===== src/rtl/sts_pkg.sv =====
// Shared types and constants for the scope trigger search block.
// Used by sts_ctrl, sts_datapath and scope_trigger_search; no dependencies.
package sts_pkg;

  // Default geometry of the sample ring
  localparam int RING_DEPTH_DEF   = 2048;
  localparam int SAMPLE_WIDTH_DEF = 12;

  // Fixed field widths
  localparam int SMP_FIELD_W = 12;
  localparam int IDX_W       = 11;
  localparam int REG_W       = 12;
  localparam int CFG_IDX_W   = 1;

  // Search geometry
  localparam int SCAN_OFFSET = 64;
  localparam int SLOPE_SPAN  = 3;

  // Register reset values
  localparam logic [REG_W-1:0] RESET_LEVEL     = 12'd2048;
  localparam logic [REG_W-1:0] RESET_TOLERANCE = 12'd25;

  // Register indexes
  localparam logic [CFG_IDX_W-1:0] REG_TRIGGER_LEVEL   = 1'd0;
  localparam logic [CFG_IDX_W-1:0] REG_LEVEL_TOLERANCE = 1'd1;

  // Operation codes
  localparam logic OP_STORE  = 1'b0;
  localparam logic OP_SEARCH = 1'b1;

  typedef struct packed {
    logic                   op;
    logic [SMP_FIELD_W-1:0] sample;
    logic                   rising;
  } in_item_t;

  typedef struct packed {
    logic             found;
    logic [IDX_W-1:0] trigger_index;
  } out_item_t;

  // Controller -> datapath
  typedef struct packed {
    logic store;      // write input sample into ring
    logic start;      // set up a search
    logic rd;         // issue one ring read
    logic latch_res;  // capture search result
    logic res_hit;    // captured result is a hit
    logic load_out;   // move result into output register
  } ctl_cmd_t;

  // Datapath -> controller
  typedef struct packed {
    logic issue_done;
    logic eval_valid;
    logic hit;
    logic last_eval;
    logic out_busy;
  } ctl_sts_t;

endpackage


===== src/rtl/sts_ctrl.sv =====
// Controller state machine for the scope trigger search block.
// Depends on sts_pkg; drives sts_datapath through ctl_cmd_t.
module sts_ctrl #(
  parameter int RING_DEPTH = sts_pkg::RING_DEPTH_DEF
) (
  input  logic              clk,
  input  logic              rst,
  input  logic              in_valid,
  output logic              in_ready,
  input  logic              in_op,
  input  sts_pkg::ctl_sts_t sts,
  output sts_pkg::ctl_cmd_t cmd
);

  // No positions to scan on a short ring
  localparam bit SCAN_EN = (RING_DEPTH / 2) > sts_pkg::SCAN_OFFSET;

  localparam logic [1:0] S_IDLE = 2'd0;
  localparam logic [1:0] S_SCAN = 2'd1;
  localparam logic [1:0] S_POST = 2'd2;

  logic [1:0] state;
  logic [1:0] state_next;
  logic       accept;

  assign in_ready = (state == S_IDLE);
  assign accept   = in_valid && in_ready;

  // Next state and commands
  always_comb begin
    state_next = state;
    cmd        = '0;
    case (state)
      S_IDLE: begin
        if (accept) begin
          if (in_op == sts_pkg::OP_STORE) begin
            cmd.store = 1'b1;
          end else if (SCAN_EN) begin
            cmd.start  = 1'b1;
            state_next = S_SCAN;
          end else begin
            cmd.latch_res = 1'b1;
            state_next    = S_POST;
          end
        end
      end
      S_SCAN: begin
        cmd.rd = !sts.issue_done;
        if (sts.eval_valid && (sts.hit || sts.last_eval)) begin
          cmd.latch_res = 1'b1;
          cmd.res_hit   = sts.hit;
          state_next    = S_POST;
        end
      end
      S_POST: begin
        if (!sts.out_busy) begin
          cmd.load_out = 1'b1;
          state_next   = S_IDLE;
        end
      end
      default: begin
        state_next = S_IDLE;
      end
    endcase
  end

  always_ff @(posedge clk) begin
    if (rst) begin
      state <= S_IDLE;
    end else begin
      state <= state_next;
    end
  end

endmodule


===== config.mk =====
export PLATFORM = sky130hd
export DESIGN_NAME = sts_ctrl
export DESIGN_NICKNAME = d
export VERILOG_FILES = /design/src/rtl/sts_pkg.sv /design/src/rtl/sts_ctrl.sv
export SDC_FILE = /design/constraint.sdc
export NUM_CORES = 1
export LEC_CHECK = 0
export BUFFER_PORTS_ARGS = -buffer_cell sky130_fd_sc_hd__buf_2
export CAP_MARGIN = 20
export CELL_PAD_IN_SITES_DETAIL_PLACEMENT = 1
export CELL_PAD_IN_SITES_GLOBAL_PLACEMENT = 1
export CORE_AREA = 5 5 42 44
export CTS_CLUSTER_DIAMETER = 80
export CTS_CLUSTER_SIZE = 24
export DETAILED_ROUTE_END_ITERATION = 12
export DIE_AREA = 0 0 47 49
export GPL_TIMING_DRIVEN = 0
export PLACE_DENSITY_LB_ADDON = 0.08
export SETUP_SLACK_MARGIN = 0.02
export SLEW_MARGIN = 25
export SYNTH_ARGS = -nofsm -noshare
export SYNTH_HDL_FRONTEND = slang
export SYNTH_SLANG_ARGS = --single-unit

===== constraint.sdc =====
create_clock -name clk -period 1.2 [get_ports clk]
set_clock_uncertainty 0.05 [all_clocks]
set_input_delay 0.12 -clock clk [delete_from_list [all_inputs] [get_ports clk]]
set_output_delay 0.12 -clock clk [all_outputs]
set_load 0.05 [all_outputs]

After elaboration in Yosys (flattened, before gate mapping)
Index checks and enable logic that the tools add are counted.
{"block": "totals", "register_bits": 2, "input_bits": 9, "wordCells": 28}
{"block": "classes", "n_eq_ne": 6, "n_mux": 15, "n_reduce_logical": 6}
{"op": "2-bit two-way mux", "n": 7}
{"op": "1-bit two-way mux", "n": 7}
{"op": "2-bit one-hot mux with 3 select lines", "n": 1}
{"op": "2-bit by 1-bit inequality test with 1-bit output (second input constant)", "n": 2}
{"op": "2-bit inequality test (second input constant)", "n": 2}
{"op": "4-bit AND reduction", "n": 1}
{"op": "2-bit by 1-bit == test with 1-bit output (second input constant)", "n": 1}
{"op": "2-bit == test (second input constant)", "n": 1}
{"op": "1-bit logical AND", "n": 2}
{"op": "2-bit logical NOT", "n": 1}
{"op": "1-bit logical NOT", "n": 1}
{"op": "1-bit logical OR", "n": 1}

Logic depth before layout (Yosys ltp)
Gate-level depths: netlist (run 1).
{"block": "depth", "depth_word": 4, "depth_mapped": 3, "ltp_nobuf": 2}

Worst setup path before layout (run 1)
No wires, ideal clock.
{"block": "synth_path", "path_type": "reg2out", "start": "reg state[1]", "end": "out cmd[5] (netlist name)", "t_arrival_ps": 2105, "setup_slack_ps": -1075, "path_stages_with_launch": 3, "n_path_buf": 1, "path_cell_list": "dfxtp_1 buf_2 nor4b_1"}
{"element": "start, declared", "line": "sts_ctrl.sv:22", "rtl": "logic [1:0] state;"}
{"element": "start signal, assigned", "line": "sts_ctrl.sv:71", "rtl": "state <= state_next;"}
{"element": "end, declared", "line": "sts_ctrl.sv:12", "rtl": "output sts_pkg::ctl_cmd_t cmd"}

==> results of run 1 <==
critical path, delay by kind of cell (launching register included):
kind,cells,cell delay (ns)
DFF,1,0.39
and+or+nand+nor,1,0.22
AOI/OAI and AO/OA,1,0.18
buffers and inverters,1,0.18
where the power goes:
| part | leakage [nW] | internal (mW) | total, mW | switching, mW |
|---|---|---|---|---|
| Clock | 0.0138 | 0.110 | 0.145 | 0.0345 |
| Sequential | 0.0175 | 0.0707 | 0.0783 | 0.00753 |
| Combinational | 0.173 | 0.0906 | 0.183 | 0.0928 |
| Total | 0.204 | 0.271 | 0.406 | 0.135 |
kinds of logic (layout without fill, tap and decap cells):
kind of cell	Yosys count	in the layout	share of synthesized area
AND/OR/NAND/NOR	9	9	0.379
flip-flops	2	2	0.258
AO/OA/AOI/OAI	5	5	0.282
buffers and inverters	2	26	0.0806
synth_stat cells:
| cell | count | area [sq um] |
|---|---|---|
| nor2_1 | 3 | 11.3 |
| nor3b_1 | 3 | 22.5 |
| dfxtp_1 | 2 | 40.0 |
| a2111oi_2 | 1 | 15.0 |
| a21oi_1 | 1 | 5.00 |
| a31o_2 | 1 | 8.76 |
| and3_1 | 1 | 6.26 |
| buf_2 | 1 | 5.00 |
| buf_4 | 1 | 7.51 |
| nor4b_1 | 1 | 8.76 |
| nor4bb_1 | 1 | 10.0 |
| o211ai_1 | 1 | 7.51 |
| o21a_1 | 1 | 7.51 |
per-layer routing:
metal	track usage	vias to the layer above
met4	0.0415	0
met5	0	-
met1	0.0721	116
met2	0.111	10
met3	0.0258	0
li1	-	118
cells in the final DEF (no fill, tap or decap), types with 2 or more instances in the layout:
cell type,instances
buf_8,2
nor3b_4,3
clkbuf_4,3
buf_4,3
buf_6,8
buf_2,9
worst min path at each step:
| stage | start | to | cells past startpoint |
|---|---|---|---|
| finish | rst | state[0] | 2 |
| global route | rst | state[0] | 2 |
| CTS | rst | state[0] | 2 |
| detailed placement | rst | state[0] | 2 |
| global placement | rst | state[0] | 2 |
| floorplan | rst | state[0] | 1 |
repair_timing:
item / in CTS / in global routing
pin swaps: 7 / 4
gates resized for setup: 17 / 6
endpoints found under the setup margin: 7 / 9
cloned: 1 / 0
buffers inserted: 5 / 1
cell type report:
class / instances / area [sq um] / share of cell area
Multi-Input combinational cell: 14 / 181 / 0.381
Buffer: 1 / 11.3 / 0.0236
Timing Repair Buffer: 22 / 196 / 0.412
Tap cell: 16 / 20.0 / 0.0420
Clock buffer: 3 / 22.5 / 0.0472
Sequential cell: 2 / 45.0 / 0.0945
per-stage QoR:
stage                     cells  hold slack (ns)  utilization  area, sq um
final                        58           0.0865        0.340          477
after global routing         58           0.0978        0.340          477
after CTS                    58           0.0568        0.327          458
after detailed placement     49            0.278        0.232          325
after global placement       49            0.274        0.232          325
after floorplan              18            0.139            -          230
==> results.py, run 1 <==
metrics = {
    "logic_synthesis": {
        "netlist_area_sq_um": 155,
        "synthCells": 18,
        "syn_area_per_cell_sq_um": 8.62,
        "synth-seq-area-share": 0.258,
        "synth_nets": 27,
        "synth-seq-cells": 2,
        "synth_cell_types": 13,
        "yosysWarningCount": 0,
    },
    "worst_setup_path": {
        "crit_chain": "o211ai_1 > nor3b_4 > buf_6",
        "end_kind": "output pin",
        "cp.required_ns": 1.03,
        "endpoint": "cmd[1]",
        "cp_max_fo": 5,
        "slowest_stage": "dfxtp_4",
        "start_kind": "register",
        "crit_path_max_incr_delay_ns": 0.39,
        "cp-startpoint": "state[0]",
        "crit_arrival_ns": 1.20,
        "r2r_end": "state[1]",
        "path_class": "register to output pin",
        "r2r_setup_slack_ns": 0.05,
        "reg2reg_from": "state[0]",
        "reg2regPathDepth": 4,
    },
    "route": {
        "top_layer": "met3",
        "routed_wl_um": 778,
        "met3WireLength_um": 40,
        "met2WireLength_um": 459,
        "via_per_inst": 4.21,
        "routedWlPerCell_um": 13.4,
        "ant_nets": 0,
        "wl_met1_um": 278,
        "first_pass_iters": 1,
        "drc_errors": 0,
        "num_vias": 244,
        "drt_iter0_drc": 0,
    },
    "sta": {
        "rsz0062_at_grt": "true",
        "fin_setup_tns_ns": -0.462,
        "setup_viol": 6,
        "finalCritPeriodShare": 1.14,
        "finalMaxSlewViolations": 0,
        "worstMarginPinSlew_ns": 0.379,
        "hold_viol": 0,
        "relSlewSlack": 0.746,
        "clock.fmax_mhz": 731,
        "period_needed_ns": 1.37,
        "setup_slack_ns": -0.168,
    },
    "floorplan": {
        "die_w_um": 47,
        "die-area_sq_um": 2300,
        "boundaryPins": 16,
        "core_sq_um": 1400,
        "fp.dieH_um": 49,
        "rows": 14,
        "initial_utilization": 0.111,
    },
    "job": {
        "maxCapViolCount": 0,
    },
    "cts": {
        "insertion_delay_ns": 0.22,
        "clock-root-buffer": "clkbuf_4",
        "htree_num_levels": 1,
        "clkSlewWorstSetupHoldPaths_ns": 0.03,
        "cts_tree": "yes",
        "cts_made_buffers": 3,
        "cts_hold_buf": 0,
        "clockBufferDepth": 2,
        "clkSinkCount": 2,
    },
    "global_routing": {
        "grt_start_max_net_pins": 6,
        "antenna_found_initial": 0,
        "grtUsageTotal": 0.0689,
        "grt_overflow_total": 0,
        "grt_first_pass_wirelength_mm": 1.12,
        "grt_pass1_vias": 285,
    },
    "pwr": {
        "irDropWorstVdd_v": 0.000325,
        "power_mw": 0.406,
        "p_per_area_nw_per_um2": 852,
        "power.leakage_nw": 0.204,
    },
    "finish": {
        "syn2layout_area_growth_pct": 207,
        "largest_register_ffs": 2,
        "diodes": 0,
        "largestRegisters": "state x2",
        "top_register": "state",
        "num-nets-final": 53,
        "fillers": 168,
        "drive_gt1_frac": 0.905,
    },
    "outcome": {
        "status": "complete, but fails checks",
        "violations": "negative setup slack",
    },
    "placed_design": {
        "gp_congestion": 0.633,
        "place_ws_ns": -0.0800,
        "portBuffers": 15,
        "hpwl_um": 490,
    },
    "worst_hold_path": {
        "hold_path.class": "primary input to register",
    },
}
(Power assumes the default switching activity.)
==> run 2: changes to the inputs <==
- BUFFER_PORTS_ARGS: -buffer_cell sky130_fd_sc_hd__buf_2 -> -buffer_cell sky130_fd_sc_hd__buf_4
==> results.py, run 2 (synthesis results as in run 1) <==
metrics = {
    "sta": {
        "hold_viol": 0,
        "finalCritPeriodShare": 1.15,
        "period_needed_ns": 1.38,
        "worstMarginPinSlew_ns": 0.354,
        "relSlewSlack": 0.763,
        "rsz0062_at_grt": "true",
        "setup_slack_ns": -0.180,
        "clock.fmax_mhz": 724,
        "setup_viol": 6,
        "finalMaxSlewViolations": 0,
    },
    "route": {
        "ant_nets": 0,
        "first_pass_iters": 2,
        "drt_iter0_drc": 2,
        "routedWlPerCell_um": 11.9,
        "routed_wl_um": 669,
        "num_vias": 231,
        "drc_errors": 0,
        "via_per_inst": 4.13,
    },
    "worst_setup_path": {
        "cp_max_fo": 5,
        "end_kind": "output pin",
        "cp.required_ns": 1.03,
        "cp-startpoint": "state[0]",
        "r2r_end": "state[1]",
        "reg2reg_from": "state[0]",
        "reg2regPathDepth": 4,
        "start_kind": "register",
        "crit_arrival_ns": 1.21,
        "r2r_setup_slack_ns": 0.08,
        "path_class": "register to output pin",
    },
    "pwr": {
        "p_per_area_nw_per_um2": 878,
        "irDropWorstVdd_v": 0.000297,
        "power_mw": 0.394,
        "power.leakage_nw": 0.190,
    },
    "cts": {
        "htree_num_levels": 1,
        "cts_made_buffers": 3,
        "cts_hold_buf": 0,
        "insertion_delay_ns": 0.22,
        "clockBufferDepth": 2,
        "cts_tree": "yes",
        "clkSlewWorstSetupHoldPaths_ns": 0.03,
        "clkSinkCount": 2,
        "clock-root-buffer": "clkbuf_4",
    },
    "global_routing": {
        "grt_first_pass_wirelength_mm": 1.10,
        "grt_pass1_vias": 277,
        "grt_overflow_total": 0,
        "grt_start_max_net_pins": 10,
        "grtUsageTotal": 0.0695,
        "antenna_found_initial": 0,
    },
    "finish": {
        "largestRegisters": "state x2",
        "num-nets-final": 51,
        "diodes": 0,
        "multi_input_area_sq_um": 166,
        "largest_register_ffs": 2,
        "regArea_sq_um": 41.3,
        "final_cell_mix": "buf_4 (12), buf_6 (7), nor3b_4 (3), clkbuf_4 (3), buf_8 (2)",
        "layout_commonest_cell": "buf_4",
        "syn2layout_area_growth_pct": 190,
        "fillers": 173,
        "top_register": "state",
        "drive_gt1_frac": 0.850,
    },
    "job": {
        "maxCapViolCount": 0,
    },
    "worst_hold_path": {
        "hold_path.class": "primary input to register",
        "whs_path_depth": 2,
        "hold_path_end": "state[0]",
        "min-delay-start": "rst",
    },
    "placed_design": {
        "place_ws_ns": -0.0245,
        "portBuffers": 15,
        "gp_congestion": 0.620,
    },
    "floorplan": {
        "die_w_um": 47,
        "fp.dieH_um": 49,
        "die-area_sq_um": 2300,
        "core_sq_um": 1400,
        "boundaryPins": 16,
        "rows": 14,
        "initial_utilization": 0.111,
    },
    "outcome": {
        "status": "complete, but fails checks",
        "violations": "negative setup slack",
    },
}
[run 2: cell count changes in the layout (fill, tap and decap cells not counted)]
cell | before | now
buf_2 | 9 | 0
dfxtp_4 | 1 | 0
nor4bb_1 | 0 | 1
buf_6 | 8 | 7
buf_4 | 3 | 12
nor4bb_4 | 1 | 0
buf_12 | 1 | 0
dfxtp_1 | 0 | 1
[run 2: stage by stage]
stage                     cell area, sq um  hold slack, ns  setup TNS, ns  std cells  utilization
after detailed placement               363           0.259        -0.0245         49        0.259
final                                  449          0.0250         -0.736         56        0.321
after floorplan                        230           0.139         -0.240         18            -
after global routing                   449          0.0270          -1.07         56        0.321
after CTS                              442          0.0199         -0.832         55        0.315
after global placement                 363           0.254              0         49        0.259
[run 2: layout make-up]
type                       count  share of cell area
tap                           16              0.0446
sequential                     2              0.0919
clock buffer                   3              0.0501
timing repair buffer          19               0.384
multi-input combinational     14               0.370
buffer                         2              0.0585
[run 2: layer usage]
| layer | part of all wire | track usage | up-vias | wire (um) |
|---|---|---|---|---|
| li1 | - | - | 114 | - |
| met3 | 0.069 | 0.0258 | 0 | 46 |
| met4 | 0 | 0.0691 | 0 | 0 |
| met1 | 0.34 | 0.0632 | 107 | 225 |
| met2 | 0.59 | 0.109 | 10 | 398 |
| met5 | 0 | 0 | - | 0 |
[run 2: where the power goes]
group          internal (mW)  switching, mW  total [mW]
clock network          0.110         0.0381       0.148
logic                 0.0834         0.0894       0.173
registers             0.0712        0.00194      0.0732
total                  0.265          0.130       0.394
[run 2: worst max path at each step]
stage	endpoint	slack (ns)	cells after the start
2_1_floorplan	cmd[1]	-0.09	3
3_3_place_gp	cmd[1]	0.0007	4
3_5_place_dp	cmd[1]	-0.02	4
4_1_cts	cmd[1]	-0.21	4
5_1_grt	cmd[1]	-0.25	4
6_report	cmd[1]	-0.18	4
[run 2: repair_timing]
item | CTS | global route
pin swaps | 5 | 4
setup endpoints to repair | 6 | 7
buffers inserted | 3 | 2
gates resized for setup | 9 | 1
[run 2: critical path, stage by stage (launching register included)]
cell and delay [ns]:
dfxtp_2 0.32, buf_8 0.11, o211ai_1 0.16, nor3b_4 0.21, buf_6 0.18
==> run 3: changes to the inputs <==
==> constraint.sdc (replaced) <==
create_clock -name clk -period 1.2 [get_ports clk]
set_clock_uncertainty 0.05 [all_clocks]
set_input_delay 0.06 -clock clk [delete_from_list [all_inputs] [get_ports clk]]
set_output_delay 0.06 -clock clk [all_outputs]
set_load 0.05 [all_outputs]
==> results.py, run 3 (synthesis results as in run 1) <==
metrics = {
    "route": {
        "drc_errors": 0,
        "drt_iter0_drc": 0,
        "via_per_inst": 4.19,
        "num_vias": 239,
        "routedWlPerCell_um": 12.9,
        "first_pass_iters": 1,
        "ant_nets": 0,
        "routed_wl_um": 733,
    },
    "placed_design": {
        "dp.cells": 49,
        "portBuffers": 15,
        "hpwl_um": 493,
        "gp_congestion": 0.654,
    },
    "worst_setup_path": {
        "slowest_stage": "dfxtp_4",
        "crit_arrival_ns": 1.16,
        "cp.required_ns": 1.09,
        "crit_buf_inv": 1,
        "crit_family": "flip-flops",
        "path_class": "register to output pin",
        "crit_chain": "o211ai_1 > nor3b_4 > buf_6",
        "start_kind": "register",
        "crit_path_max_incr_delay_ns": 0.38,
        "end_kind": "output pin",
        "cp_max_fo": 4,
    },
    "finish": {
        "top_register": "state",
        "final_cell_mix": "buf_4 (11), buf_6 (8), clkbuf_4 (3)",
        "drive_gt1_frac": 0.878,
        "fin_util": 0.337,
        "syn2layout_area_growth_pct": 204,
        "largest_register_ffs": 2,
        "diodes": 0,
        "largestRegisters": "state x2",
        "fillers": 162,
        "layout_commonest_cell": "buf_4",
        "num-nets-final": 52,
        "fin_cells": 57,
    },
    "floorplan": {
        "boundaryPins": 16,
        "rows": 14,
        "core_sq_um": 1400,
        "initial_utilization": 0.111,
        "die_w_um": 47,
        "die-area_sq_um": 2300,
        "fp.dieH_um": 49,
    },
    "global_routing": {
        "antenna_found_initial": 0,
        "grtUsageTotal": 0.0681,
        "grt_first_pass_wirelength_mm": 1.15,
        "grt_overflow_total": 0,
        "grt_start_max_net_pins": 10,
        "grt_pass1_vias": 253,
    },
    "sta": {
        "rsz0062_at_grt": "true",
        "fin_setup_tns_ns": -0.0831,
        "clock.fmax_mhz": 785,
        "period_needed_ns": 1.27,
        "hold_viol": 0,
        "finalCritPeriodShare": 1.06,
        "setup_viol": 2,
        "finalMaxSlewViolations": 0,
        "relSlewSlack": 0.756,
        "worstMarginPinSlew_ns": 0.365,
        "setup_slack_ns": -0.0738,
    },
    "cts": {
        "clkSinkCount": 2,
        "cts_tree": "yes",
        "cts_made_buffers": 3,
        "clock-root-buffer": "clkbuf_4",
        "clockBufferDepth": 2,
        "clkSlewWorstSetupHoldPaths_ns": 0.03,
        "htree_num_levels": 1,
        "insertion_delay_ns": 0.22,
    },
    "worst_hold_path": {
        "hold_path.class": "primary input to register",
    },
    "outcome": {
        "violations": "negative setup slack",
        "status": "complete, but fails checks",
    },
    "pwr": {
        "irDropWorstVdd_v": 0.000258,
        "power.leakage_nw": 0.199,
        "p_per_area_nw_per_um2": 835,
        "power_mw": 0.394,
    },
    "job": {
        "maxCapViolCount": 0,
    },
}
## run 3: changes by cell type in the layout (fill, tap and decap cells not counted)
cell / delta
buf_4: -1
nor3b_2: +1
nor4bb_1: -1
nor4bb_2: +1
dfxtp_1: -1
buf_6: +1
buf_8: -1
dlygate4sd3_1: +1
nor3b_4: -1
buf_12: +1
dfxtp_4: +1
## run 3: timing repair
action / in CTS / in global routing
setup endpoints to repair: 6 / 8
hold buffers: 1 / 0
cloned: 0 / 1
hold endpoints to repair: 1 / 0
gates resized for setup: 10 / 4
buffers inserted: 3 / 1
pin swaps: 5 / 2
## run 3: metal layers
metal | routed length (um) | track usage | vias up
met4 | 0 | 0.0415 | 0
met5 | 0 | 0 | -
met3 | 38 | 0.0221 | 0
met2 | 428 | 0.109 | 8
li1 | - | - | 116
met1 | 266 | 0.0741 | 115
## run 3: stage by stage
| stage | area [sq um] | setup slack [ns] | hold slack (ns) |
|---|---|---|---|
| floorplan | 224 | -0.0426 | 0.0785 |
| global placement | 357 | 0.0484 | 0.196 |
| detailed placement | 357 | 0.0316 | 0.200 |
| CTS | 464 | -0.139 | 0.141 |
| global route | 472 | -0.132 | 0.147 |
| finish | 472 | -0.0738 | 0.138 |
## run 3: final cells by class
type                            count  area [sq um]  share of cell area
Buffer                              1          11.3              0.0239
Clock buffer                        3          22.5              0.0477
Multi-Input combinational cell     14           166               0.353
Sequential cell                     2          45.0              0.0955
Tap cell                           16          20.0              0.0424
Timing Repair Buffer               21           206               0.438
## run 3: final timing paths
path | from | to | slack [ns] | cells after the start
max | state[0] | cmd[1] | -0.07 | 3
min | sts[3] | state[0] | 0.14 | 3
max reg2reg | state[0] | state[1] | 0.06 | 4
min reg2reg | state[1] | state[0] | 0.58 | 3
## run 3: tightest hold or removal path: cells and delay by family
| family | cells | cell delay [ns] |
|---|---|---|
| buffers and inverters | 1 | 0.09 |
| AO/OA/AOI/OAI | 2 | 0.22 |
## run 3: where the power goes
| group | internal, mW | leakage, nW | switching [mW] |
|---|---|---|---|
| logic | 0.0856 | 0.168 | 0.0848 |
| registers | 0.0707 | 0.0175 | 0.00701 |
| clock network | 0.110 | 0.0138 | 0.0357 |
